## config.mk

```make
export PLATFORM = sky130hd
export DESIGN_NAME = ufh_front
export DESIGN_NICKNAME = d
export VERILOG_FILES = /design/src/sv/ufh_pkg.sv /design/src/sv/ufh_front.sv
export SDC_FILE = /design/constraint.sdc
export NUM_CORES = 1
export LEC_CHECK = 0
export BUFFER_PORTS_ARGS = -buffer_cell sky130_fd_sc_hd__buf_4
export CELL_PAD_IN_SITES_DETAIL_PLACEMENT = 1
export CELL_PAD_IN_SITES_GLOBAL_PLACEMENT = 2
export CORE_ASPECT_RATIO = 0.9
export CORE_UTILIZATION = 38
export DETAILED_ROUTE_END_ITERATION = 7
export PLACE_DENSITY = 0.92
export SKIP_CTS_REPAIR_TIMING = 1
export SYNTH_ARGS = -nofsm -noshare
export SYNTH_HDL_FRONTEND = slang
export SYNTH_SLANG_ARGS = --single-unit
```

## constraint.sdc

```tcl
create_clock -name i_clk -period 4.05 [get_ports i_clk]
set_input_delay 0.405 -clock i_clk [delete_from_list [all_inputs] [get_ports i_clk]]
set_output_delay 0.405 -clock i_clk [all_outputs]
set_load 0.01 [all_outputs]
```

## src/sv/ufh_pkg.sv

```systemverilog
// Shared types and constants for the weighted union-find engine.
package ufh_pkg;

    localparam int MAX_NODES = 1024;
    localparam int NODE_W    = $clog2(MAX_NODES);
    localparam int SIZE_W    = NODE_W + 1;
    localparam int REQ_W     = 32;

    localparam logic [SIZE_W-1:0] NODE_COUNT_RST = SIZE_W'(MAX_NODES);
    localparam logic [SIZE_W-1:0] NODE_COUNT_MIN = SIZE_W'(2);

    typedef struct packed {
        logic [NODE_W-1:0] first;
        logic [NODE_W-1:0] second;
        logic              bad;
    } t_req;

    typedef struct packed {
        logic [NODE_W-1:0] first_root;
        logic [NODE_W-1:0] second_root;
        logic              already_joined;
        logic [NODE_W-1:0] new_root;
        logic [SIZE_W-1:0] merged_size;
        logic [NODE_W-1:0] union_total;
        logic [REQ_W-1:0]  request_total;
        logic              all_joined;
        logic              bad_index;
    } t_result;

    typedef enum logic [2:0] {
        BK_IDLE,
        BK_GOT_P,
        BK_GOT_GP,
        BK_SZ_A,
        BK_LINK
    } t_bk_state;

endpackage

```

## src/sv/ufh_front.sv

```systemverilog
// Front end: range check of incoming requests and a two-entry request queue.
module ufh_front (
    input  logic                        i_clk,
    input  logic                        i_rst_n,
    input  logic                        i_push,
    input  logic [ufh_pkg::NODE_W-1:0]  i_first,
    input  logic [ufh_pkg::NODE_W-1:0]  i_second,
    input  logic [ufh_pkg::SIZE_W-1:0]  i_eff_count,
    input  logic                        i_pop,
    output logic                        o_full,
    output logic                        o_valid,
    output ufh_pkg::t_req               o_head
);
    import ufh_pkg::*;

    t_req       r_q [2];
    logic       r_wp, r_rp;
    logic [1:0] r_cnt;
    t_req       w_in;

    always_comb begin
        w_in.first  = i_first;
        w_in.second = i_second;
        w_in.bad    = ({1'b0, i_first} >= i_eff_count) || ({1'b0, i_second} >= i_eff_count);
    end

    always_ff @(posedge i_clk) begin
        if (!i_rst_n) begin
            r_wp  <= 1'b0;
            r_rp  <= 1'b0;
            r_cnt <= 2'd0;
        end else begin
            if (i_push) begin
                r_wp <= ~r_wp;
            end
            if (i_pop) begin
                r_rp <= ~r_rp;
            end
            r_cnt <= r_cnt + 2'(i_push) - 2'(i_pop);
        end
    end

    always_ff @(posedge i_clk) begin
        if (i_push) begin
            r_q[r_wp] <= w_in;
        end
    end

    assign o_full  = (r_cnt == 2'd2);
    assign o_valid = (r_cnt != 2'd0);
    assign o_head  = r_q[r_rp];

endmodule

```

==> flow_summary.json, run 1 <==
{
  "status": "completed",
  "clock_tree.htree_level_count": 2,
  "route.vias.total": 1351,
  "rsz0062_at_grt": "no",
  "worstSetupStartpointType": "flip-flop",
  "total_negative_setup_slack_ns": 0,
  "synthCells": 144,
  "maximum_number_of_pins_on_one_net_before_global_route_repair": 23,
  "minimum_period_implied_by_the_final_worst_setup_slack_ns": 2.204,
  "slowest_stage": "sky130_fd_sc_hd__dfxtp_1",
  "fraction_of_registers_with_async_set_or_reset_after_synthesis": 0,
  "layout.core_utilization": 0.5158,
  "gp_congestion": 0.7498,
  "floorplan.initialDensity": 0.4079,
  "end_kind": "output pin",
  "power_dens_cells_nw_per_um2": 373.2,
  "synth.distinct_cells": 30,
  "period_share": 0.5441,
  "critical_path.max_fanout": 21,
  "finalWirelength_um": 4337,
  "detail_route.iter0.violations": 22,
  "die_area_um2": 6117,
  "clockRootBuffer": "sky130_fd_sc_hd__clkbuf_8",
  "final.fill_count": 563,
  "track_usage": 0.1582,
  "cts-buffers-inserted": 5,
  "final-hold-violation-count": 0,
  "first_global_vias": 1484,
  "required_ns": 3.64,
  "drv.max_cap_violation_count": 0,
  "route.detailed.wl_per_inst_um": 15.83,
  "worstHoldPathCells": 1,
  "vdd_drop_max_mv": 0.2185,
  "vias_per_cell": 4.931,
  "peak_freq_mhz": 453.8,
  "fin_worst_skew_ns": 0.003245,
  "slew_headroom": 0.2020,
  "worstSetupPathType": "reg2out",
  "antenna_found_initial": 0,
  "hold_path.class": "in2reg",
  "cp.arrival_ns": 1.80,
  "cts.sink_count": 47,
  "grt-ovfl-total": 0,
  "drt.antenna.violating_nets": 0,
  "r2r_cells": 1,
  "timing.critical_path.cells": "mux2_2 > buf_4",
  "clk_transition_reported_paths_ns": 0.08,
  "number_of_pins_exceeding_their_max_slew_limit_in_the_final_report": 0,
  "ys.warnings.count": 0,
  "dp_hpwl_um": 3298,
  "leakagePower_uw": 0.001163,
  "firstDrtPassIters": 4,
  "worst_skew_pair.late_latency_ns": 0.29,
  "core_region_area_um2": 5411,
  "p_r_area_growth_vs_syn_pct": 26.47,
  "rows": 25,
  "actual_slew_at_the_worst_max_slew_pin_ns": 1.192,
  "layout-drive-gt1-share": 0.4348,
  "finished_cell_area_um2": 2791,
  "syn-mean-instance-area_um2": 15.33,
  "dpl_cell_area_um2": 2711,
  "clock_tree.buffer_depth": 2,
  "floorplan.io_pins": 58,
  "cp_delay_by_family_top": "flip-flops",
  "synth-seq-cells": 47,
  "report.final.setup_viol": 0,
  "seq_area_frac_synth": 0.6168,
  "diodes": 0,
  "die_y_um": 74.30,
  "drc": 0,
  "synth_nets": 201,
  "synth_enable_flop_cells": 42,
  "mappedNetlistArea_um2": 2207,
  "die_w_um": 82.34,
  "tritoncts": "done",
  "yosys_most_used_dff": "sky130_fd_sc_hd__edfxtp_1",
  "slowest_delay_ns": 0.93,
  "placement.io_buffers": 57,
  "path_depth": 2,
  "grt_pass1_wl_um": 6872,
  "final_stage_net_count": 263,
  "cp.buffers_inverters": 1
}
[cell usage after synthesis, drive strengths merged (2+ instances only)]
library cell / n / share of area
a211oi: 3 / 0.012
a21oi: 3 / 0.0068
and2: 5 / 0.014
and4b: 2 / 0.0091
buf: 2 / 0.0045
dfxtp: 5 / 0.045
edfxtp: 42 / 0.57
ha: 22 / 0.12
inv: 13 / 0.022
mux2: 21 / 0.11
nand2: 2 / 0.0034
nand2b: 2 / 0.0091
nor2: 3 / 0.0062
nor2b: 4 / 0.011
o21ai: 3 / 0.0068
xnor2: 2 / 0.0079
[layout by cell type, fill, tap and decap left out, types with 3 or more instances in the layout]
master / instances
sky130_fd_sc_hd__buf_4: 57
sky130_fd_sc_hd__edfxtp_1: 42
sky130_fd_sc_hd__inv_1: 13
sky130_fd_sc_hd__dfxtp_1: 5
sky130_fd_sc_hd__clkbuf_1: 3
sky130_fd_sc_hd__ha_1: 22
sky130_fd_sc_hd__mux2_2: 21
sky130_fd_sc_hd__nor2b_1: 3
sky130_fd_sc_hd__clkbuf_8: 5
sky130_fd_sc_hd__a21oi_1: 3
sky130_fd_sc_hd__and2_1: 5
[state kept, by name, indices dropped and copies added (netlist names), named ones only]
signal and cells:
r_q 42, r_rp 1, r_cnt 2, r_wp 1
[path summary, 6_finish.rpt]
path / from / endpoint / slack (ns)
worst min register to register: r_rp / flip-flop / 0.58
worst max register to register: r_wp / r_q[0][16] / 2.42
worst min-delay path: i_second[7] / r_q[1][8] / 0.30
worst max-delay path: flip-flop / o_head[2] / 1.85
[cell type report]
class                      instances  area, um2  share of cell area
tap                               67      83.83             0.03003
clock buffer                       8      80.08             0.02869
sequential                        47       1361              0.4877
inverter                          13      48.80             0.01748
multi-input combinational         82      789.5              0.2828
timing repair buffer              57      427.9              0.1533
[through the flow]
stage | hold slack (ns) | std cells | setup slack, ns | total power (uW)
floorplan | 0.5039 | 144 | 2.234 | 691.6
global placement | 0.5708 | 266 | 2.152 | 779.8
detailed placement | 0.5742 | 266 | 2.132 | 791.6
CTS | 0.2963 | 274 | 1.794 | 1055
global route | 0.2882 | 274 | 1.713 | 1090
finish | 0.3041 | 274 | 1.846 | 1042
[metal layers]
metal | routed length [um] | up-vias | GRT usage
li1 | - | 659 | -
met1 | 1772 | 651 | 0.1782
met2 | 2270 | 35 | 0.2792
met3 | 227 | 6 | 0.05153
met4 | 66 | 0 | 0.05848
met5 | 0 | - | 0
[logic make-up after synthesis]
kind of cell,count (synthesis),share of synthesized area
XOR/XNOR,3,0.01191
buffers and inverters,15,0.02665
flip-flops,47,0.6168
AO/OA/AOI/OAI,14,0.04875
AND/OR/NAND/NOR,22,0.06407
multiplexers,21,0.1071
adder cells (fa/ha/maj),22,0.1247
[report_power, final]
group | switching (uW) | internal (uW)
registers | 17.5 | 560
logic | 87.1 | 112
clock network | 142 | 123
Note: power is estimated with default switching activity, not from simulation.
==> inputs of run 2 (changes only) <==
--- a/config.mk
+++ b/config.mk
@@ -9,9 +9,9 @@
 export CELL_PAD_IN_SITES_DETAIL_PLACEMENT = 1
 export CELL_PAD_IN_SITES_GLOBAL_PLACEMENT = 2
 export CORE_ASPECT_RATIO = 0.9
-export CORE_UTILIZATION = 38
+export CORE_UTILIZATION = 36
 export DETAILED_ROUTE_END_ITERATION = 7
-export PLACE_DENSITY = 0.92
+export PLACE_DENSITY = 0.88
 export SKIP_CTS_REPAIR_TIMING = 1
 export SYNTH_ARGS = -nofsm -noshare
 export SYNTH_HDL_FRONTEND = slang
==> constraint.sdc (replaced) <==
create_clock -name i_clk -period 2.31 [get_ports i_clk]
set_input_delay 0.231 -clock i_clk [delete_from_list [all_inputs] [get_ports i_clk]]
set_output_delay 0.231 -clock i_clk [all_outputs]
set_load 0.01 [all_outputs]
==> flow_summary.json, run 2 (same netlist as run 1, synthesis figures left out) <==
{
  "status": "finished, violations left",
  "failed_checks": "DRC",
  "dpl_cell_area_um2": 2738,
  "clock_tree.htree_level_count": 2,
  "hold-path-endpoint": "r_q[1][11]",
  "worstSetupStartpointType": "flip-flop",
  "worstReg2RegStart": "r_cnt[0]",
  "wl_met2_um": 2091,
  "critical_path.max_fanout": 21,
  "finalWirelength_um": 4316,
  "largest_reg_flops": 42,
  "layout-drive-gt1-share": 0.4524,
  "mostFrequentLayoutCell": "sky130_fd_sc_hd__buf_4",
  "required_ns": 2.08,
  "peak_freq_mhz": 593.2,
  "drv.max_cap_violation_count": 0,
  "detail_route.iter0.violations": 47,
  "final_stage_net_count": 266,
  "r2r_cells": 7,
  "total_negative_setup_slack_ns": 0,
  "cp.arrival_ns": 1.45,
  "die_w_um": 84.54,
  "grt-ovfl-total": 0,
  "timing.final.ws_setup_ns": 0.6241,
  "worstSetupPathType": "reg2out",
  "routedLengthMet1_um": 1951,
  "rsz0062_at_grt": "no",
  "clock_tree.buffer_depth": 2,
  "min-delay-start": "i_first[0]",
  "rows": 26,
  "final-hold-violation-count": 0,
  "route.vias.total": 1358,
  "tritoncts": "done",
  "placement.io_buffers": 57,
  "die_y_um": 76.28,
  "core_region_area_um2": 5791,
  "leakagePower_uw": 0.001191,
  "gp_congestion": 0.7660,
  "finished_cell_area_um2": 2838,
  "vdd_drop_max_mv": 0.3408,
  "drt.antenna.violating_nets": 0,
  "worstHoldPathCells": 1,
  "wl_met3_um": 220,
  "highest_layer": "met4",
  "number_of_pins_exceeding_their_max_slew_limit_in_the_final_report": 0,
  "preCtsSetupSlack_ns": 0.6585,
  "hold_path.class": "in2reg",
  "slew_headroom": 0.7814,
  "power_dens_cells_nw_per_um2": 666.4,
  "most-common-layout-cells": "60 x sky130_fd_sc_hd__buf_4, 42 x sky130_fd_sc_hd__edfxtp_1, 22 x sky130_fd_sc_hd__ha_1",
  "minimum_period_implied_by_the_final_worst_setup_slack_ns": 1.686,
  "cts-buffers-inserted": 5,
  "antenna_found_initial": 0,
  "worst_skew_pair.late_latency_ns": 0.29,
  "maximum_number_of_pins_on_one_net_before_global_route_repair": 22,
  "largest-register": "r_q",
  "fin_worst_skew_ns": 0.003539,
  "drc": 4,
  "cts.sink_count": 47,
  "grt_pass1_wl_um": 7031,
  "end_kind": "output pin",
  "diodes": 0,
  "first_global_vias": 1408,
  "regToRegSetupSlack_ns": 0.94,
  "dp_hpwl_um": 3194,
  "period_share": 0.7298,
  "largestRegisters": "r_q (42), r_cnt (2)",
  "floorplan.initialDensity": 0.3812,
  "rr_endpoint": "r_cnt[1]",
  "clk_transition_reported_paths_ns": 0.08,
  "route.detailed.wl_per_inst_um": 15.41,
  "floorplan.io_pins": 58,
  "vias_per_cell": 4.850,
  "p_r_area_growth_vs_syn_pct": 28.57,
  "actual_slew_at_the_worst_max_slew_pin_ns": 0.3248,
  "firstDrtPassIters": 5,
  "track_usage": 0.1441,
  "clockRootBuffer": "sky130_fd_sc_hd__clkbuf_8",
  "die_area_um2": 6448,
  "report.final.setup_viol": 0
}
[run 2: changes by cell type in the layout (fill, tap and decap cells not counted), sizes merged]
cell	before	now
buf	57	60
[run 2: area by class of cell]
type / count / area, um2
clock buffers: 8 / 100.1
flip-flops and latches: 47 / 1361
inverters: 13 / 48.80
repair buffers: 60 / 450.4
multi-input cells: 82 / 789.5
fillers: 602 / 2953
well taps: 70 / 87.58
[run 2: power by group]
part | internal (uW) | switching (uW)
clock network | 273 | 254
logic | 201 | 166
registers | 981 | 15.4
total | 1460 | 436
[run 2: stage by stage]
stage / power [uW] / utilization / cells / hold WS (ns)
floorplan: 1213 / - / 144 / 0.3299
global placement: 1380 / 0.4728 / 272 / 0.4283
detailed placement: 1389 / 0.4728 / 272 / 0.4332
CTS: 1927 / 0.4901 / 280 / 0.1143
global route: 1996 / 0.4901 / 280 / 0.1127
finish: 1891 / 0.4901 / 280 / 0.1282
[run 2: worst max-delay path by stage]
stage                endpoint  slack (ns)  cells past startpoint
floorplan           r_q[0][0]        0.61                      1
global placement    r_q[0][0]        0.67                      8
detailed placement  r_q[1][0]        0.66                      8
CTS                 o_head[2]        0.59                      3
global route        o_head[2]        0.55                      3
finish              o_head[2]        0.62                      3
[run 2: per-layer routing]
metal | GRT usage | vias up
met3 | 0.04225 | 7
met2 | 0.2276 | 32
met4 | 0.04576 | 0
li1 | - | 670
met1 | 0.1912 | 649
met5 | 0 | -
[run 2: critical path, cell delays in order, from the launching register on]
cell	delay [ns]
sky130_fd_sc_hd__dfxtp_1	0.32
sky130_fd_sc_hd__buf_4	0.30
sky130_fd_sc_hd__mux2_2	0.39
sky130_fd_sc_hd__buf_4	0.15
==> inputs of run 3 (changes only) <==
--- a/config.mk
+++ b/config.mk
@@ -5,13 +5,14 @@
 export SDC_FILE = /design/constraint.sdc
 export NUM_CORES = 1
 export LEC_CHECK = 0
+export ABC_AREA = 1
 export BUFFER_PORTS_ARGS = -buffer_cell sky130_fd_sc_hd__buf_4
 export CELL_PAD_IN_SITES_DETAIL_PLACEMENT = 1
 export CELL_PAD_IN_SITES_GLOBAL_PLACEMENT = 2
 export CORE_ASPECT_RATIO = 0.9
-export CORE_UTILIZATION = 36
+export CORE_UTILIZATION = 31
 export DETAILED_ROUTE_END_ITERATION = 7
-export PLACE_DENSITY = 0.88
+export PLACE_DENSITY = 0.83
 export SKIP_CTS_REPAIR_TIMING = 1
 export SYNTH_ARGS = -nofsm -noshare
 export SYNTH_HDL_FRONTEND = slang
==> constraint.sdc (replaced) <==
create_clock -name i_clk -period 1.37 [get_ports i_clk]
set_input_delay 0.137 -clock i_clk [delete_from_list [all_inputs] [get_ports i_clk]]
set_output_delay 0.137 -clock i_clk [all_outputs]
set_load 0.01 [all_outputs]
==> flow_summary.json, run 3 <==
{
  "p_r_area_growth_vs_syn_pct": 35.91,
  "finalWirelength_um": 4842,
  "diodes": 0,
  "first_global_vias": 1605,
  "worstHoldPathCells": 1,
  "timing.final.ws_setup_ns": -0.05882,
  "most-common-layout-cells": "42 x sky130_fd_sc_hd__edfxtp_1, 40 x sky130_fd_sc_hd__buf_4, 28 x sky130_fd_sc_hd__nand2_1",
  "rsz0062_at_grt": "yes",
  "hold-path-endpoint": "r_q[0][14]",
  "synth.largest_area_cell": "sky130_fd_sc_hd__edfxtp_1",
  "preCtsSetupSlack_ns": -0.07271,
  "syn-mean-instance-area_um2": 12.96,
  "status": "finished, violations left",
  "slowest_delay_ns": 0.40,
  "netlist_top_cells_count": "42 x sky130_fd_sc_hd__edfxtp_1, 28 x sky130_fd_sc_hd__nand2_1, 23 x sky130_fd_sc_hd__inv_1, 22 x sky130_fd_sc_hd__ha_1, 20 x sky130_fd_sc_hd__mux2_4",
  "minimum_period_implied_by_the_final_worst_setup_slack_ns": 1.429,
  "report.final.setup_viol": 21,
  "slowest_stage": "sky130_fd_sc_hd__dfxtp_4",
  "required_ns": 1.23,
  "die_y_um": 84.75,
  "floorplan.initialDensity": 0.3266,
  "die_area_um2": 7961,
  "worstSetupStartpointType": "flip-flop",
  "cp.arrival_ns": 1.29,
  "cp_delay_by_family_top": "flip-flops",
  "synthCells": 182,
  "route.detailed.wl_per_inst_um": 14.03,
  "top_count_cell_post_synth": "sky130_fd_sc_hd__edfxtp_1",
  "clockRootBuffer": "sky130_fd_sc_hd__clkbuf_8",
  "core_region_area_um2": 7221,
  "power_dens_cells_nw_per_um2": 1083,
  "cts.sink_count": 47,
  "synth_enable_flop_cells": 42,
  "drc": 0,
  "maximum_number_of_pins_on_one_net_before_global_route_repair": 15,
  "synth-seq-cells": 47,
  "slew_headroom": 0.8550,
  "end_kind": "output pin",
  "actual_slew_at_the_worst_max_slew_pin_ns": 0.2174,
  "vdd_drop_max_mv": 0.4826,
  "critical_path.max_fanout": 6,
  "r2r_cells": 7,
  "netlist.area_leader.share": 0.5347,
  "largestRegisters": "r_q (42), r_cnt (2)",
  "timing.critical_path.cells": "clkbuf_16 > mux2_4 > buf_6",
  "clock_tree.htree_level_count": 2,
  "total_negative_setup_slack_ns": -0.8432,
  "peak_freq_mhz": 699.9,
  "mostFrequentLayoutCell": "sky130_fd_sc_hd__edfxtp_1",
  "fin_worst_skew_ns": 0.007006,
  "ys.warnings.count": 0,
  "clock_tree.buffer_depth": 2,
  "floorplan.io_pins": 58,
  "largest_reg_flops": 42,
  "worstSetupPathType": "reg2out",
  "final_stage_net_count": 308,
  "dp_hpwl_um": 3844,
  "worst_skew_pair.late_latency_ns": 0.30,
  "cts-buffers-inserted": 5,
  "seq_area_frac_synth": 0.5772,
  "grt-ovfl-total": 0,
  "placement.io_buffers": 57,
  "layout-drive-gt1-share": 0.4087,
  "firstDrtPassIters": 4,
  "final-hold-violation-count": 0,
  "worstReg2RegStart": "r_cnt[0]",
  "synthTopCellsByArea": "sky130_fd_sc_hd__edfxtp_1 53%, sky130_fd_sc_hd__mux2_4 13%, sky130_fd_sc_hd__ha_1 12%",
  "grt_pass1_wl_um": 7948,
  "leakagePower_uw": 0.001438,
  "gp_congestion": 0.6860,
  "rr_endpoint": "r_cnt[1]",
  "yosys_most_used_dff": "sky130_fd_sc_hd__edfxtp_1",
  "failed_checks": "setup timing",
  "period_share": 1.043,
  "detail_route.iter0.violations": 25,
  "vias_per_cell": 4.333,
  "regToRegSetupSlack_ns": 0.10,
  "rows": 29,
  "min-delay-start": "i_first[3]",
  "route.vias.total": 1495,
  "number_of_pins_exceeding_their_max_slew_limit_in_the_final_report": 0,
  "clk_transition_reported_paths_ns": 0.09,
  "fraction_of_registers_with_async_set_or_reset_after_synthesis": 0,
  "track_usage": 0.1336,
  "post-layout-total-power_uw": 3470,
  "largest-register": "r_q",
  "drv.max_cap_violation_count": 0,
  "hold_path.class": "in2reg",
  "synth.distinct_cells": 20,
  "mappedNetlistArea_um2": 2359,
  "layout.core_utilization": 0.4439,
  "antenna_found_initial": 0,
  "die_w_um": 93.94,
  "drt.antenna.violating_nets": 0,
  "tritoncts": "done",
  "synth_nets": 239,
  "cp.buffers_inverters": 2
}
-- run 3: cell count changes after synthesis, sizes merged, moves of 2 or more --
cell and change:
a211oi -3, nand3 +7, a21oi +2, and4b -2, nor2 +17, and2 -5
nand2b -2, inv +10, o21ai -2, nand2 +26, nor2b -4
-- run 3: cell families (layout without fill, tap and decap cells) --
family                   after synthesis  after routing  synth area share
AND/OR/NAND/NOR                       58             58            0.1029
buffers and inverters                 25             95           0.04615
adder cells (fa/ha/maj)               22             22            0.1167
AO/OA/AOI/OAI                          7              7           0.01751
XOR/XNOR                               2              2          0.007428
multiplexers                          21             21            0.1321
flip-flops                            47             47            0.5772
-- run 3: worst max path at each step --
| stage | from | to | slack (ns) | cells past startpoint |
|---|---|---|---|---|
| global placement | i_first[6] | r_q[1][0] | -0.008 | 6 |
| floorplan | r_wp | r_q[0][0] | 0.08 | 1 |
| CTS | flip-flop | o_head[16] | -0.17 | 3 |
| detailed placement | i_eff_count[6] | r_q[0][0] | -0.07 | 7 |
| finish | flip-flop | o_head[5] | -0.06 | 3 |
| global route | flip-flop | o_head[5] | -0.1 | 3 |
-- run 3: metal layers --
metal	vias to the layer above	wire length, um	share of wire	track usage
li1	763	-	-	-
met1	696	2115	0.44	0.1648
met2	30	2473	0.51	0.2289
met3	6	174	0.036	0.02717
met4	0	79	0.016	0.05035
met5	-	0	0	0
-- run 3: where the power goes --
part,switching (uW),total [uW],internal [uW]
clock network,453,987,534
logic,346,791,446
registers,35.4,1690,1660
total,834,3470,2640
-- run 3: area by class of cell --
cell class	count	area, um2
clock buffers	5	68.82
clock inverters	3	38.79
fillers	780	4015
inverters	23	86.33
multi-input cells	110	927.1
flip-flops and latches	47	1366
well taps	93	116.4
repair buffers	64	601.8
-- run 3: through the flow --
stage,hold slack (ns),instance area (um2),std cells
final,0.02669,3206,345
after global routing,0.01668,3206,345
after CTS,0.01940,3048,344
after detailed placement,0.3378,2940,336
after global placement,0.3341,2940,336
after floorplan,0.2305,2361,182
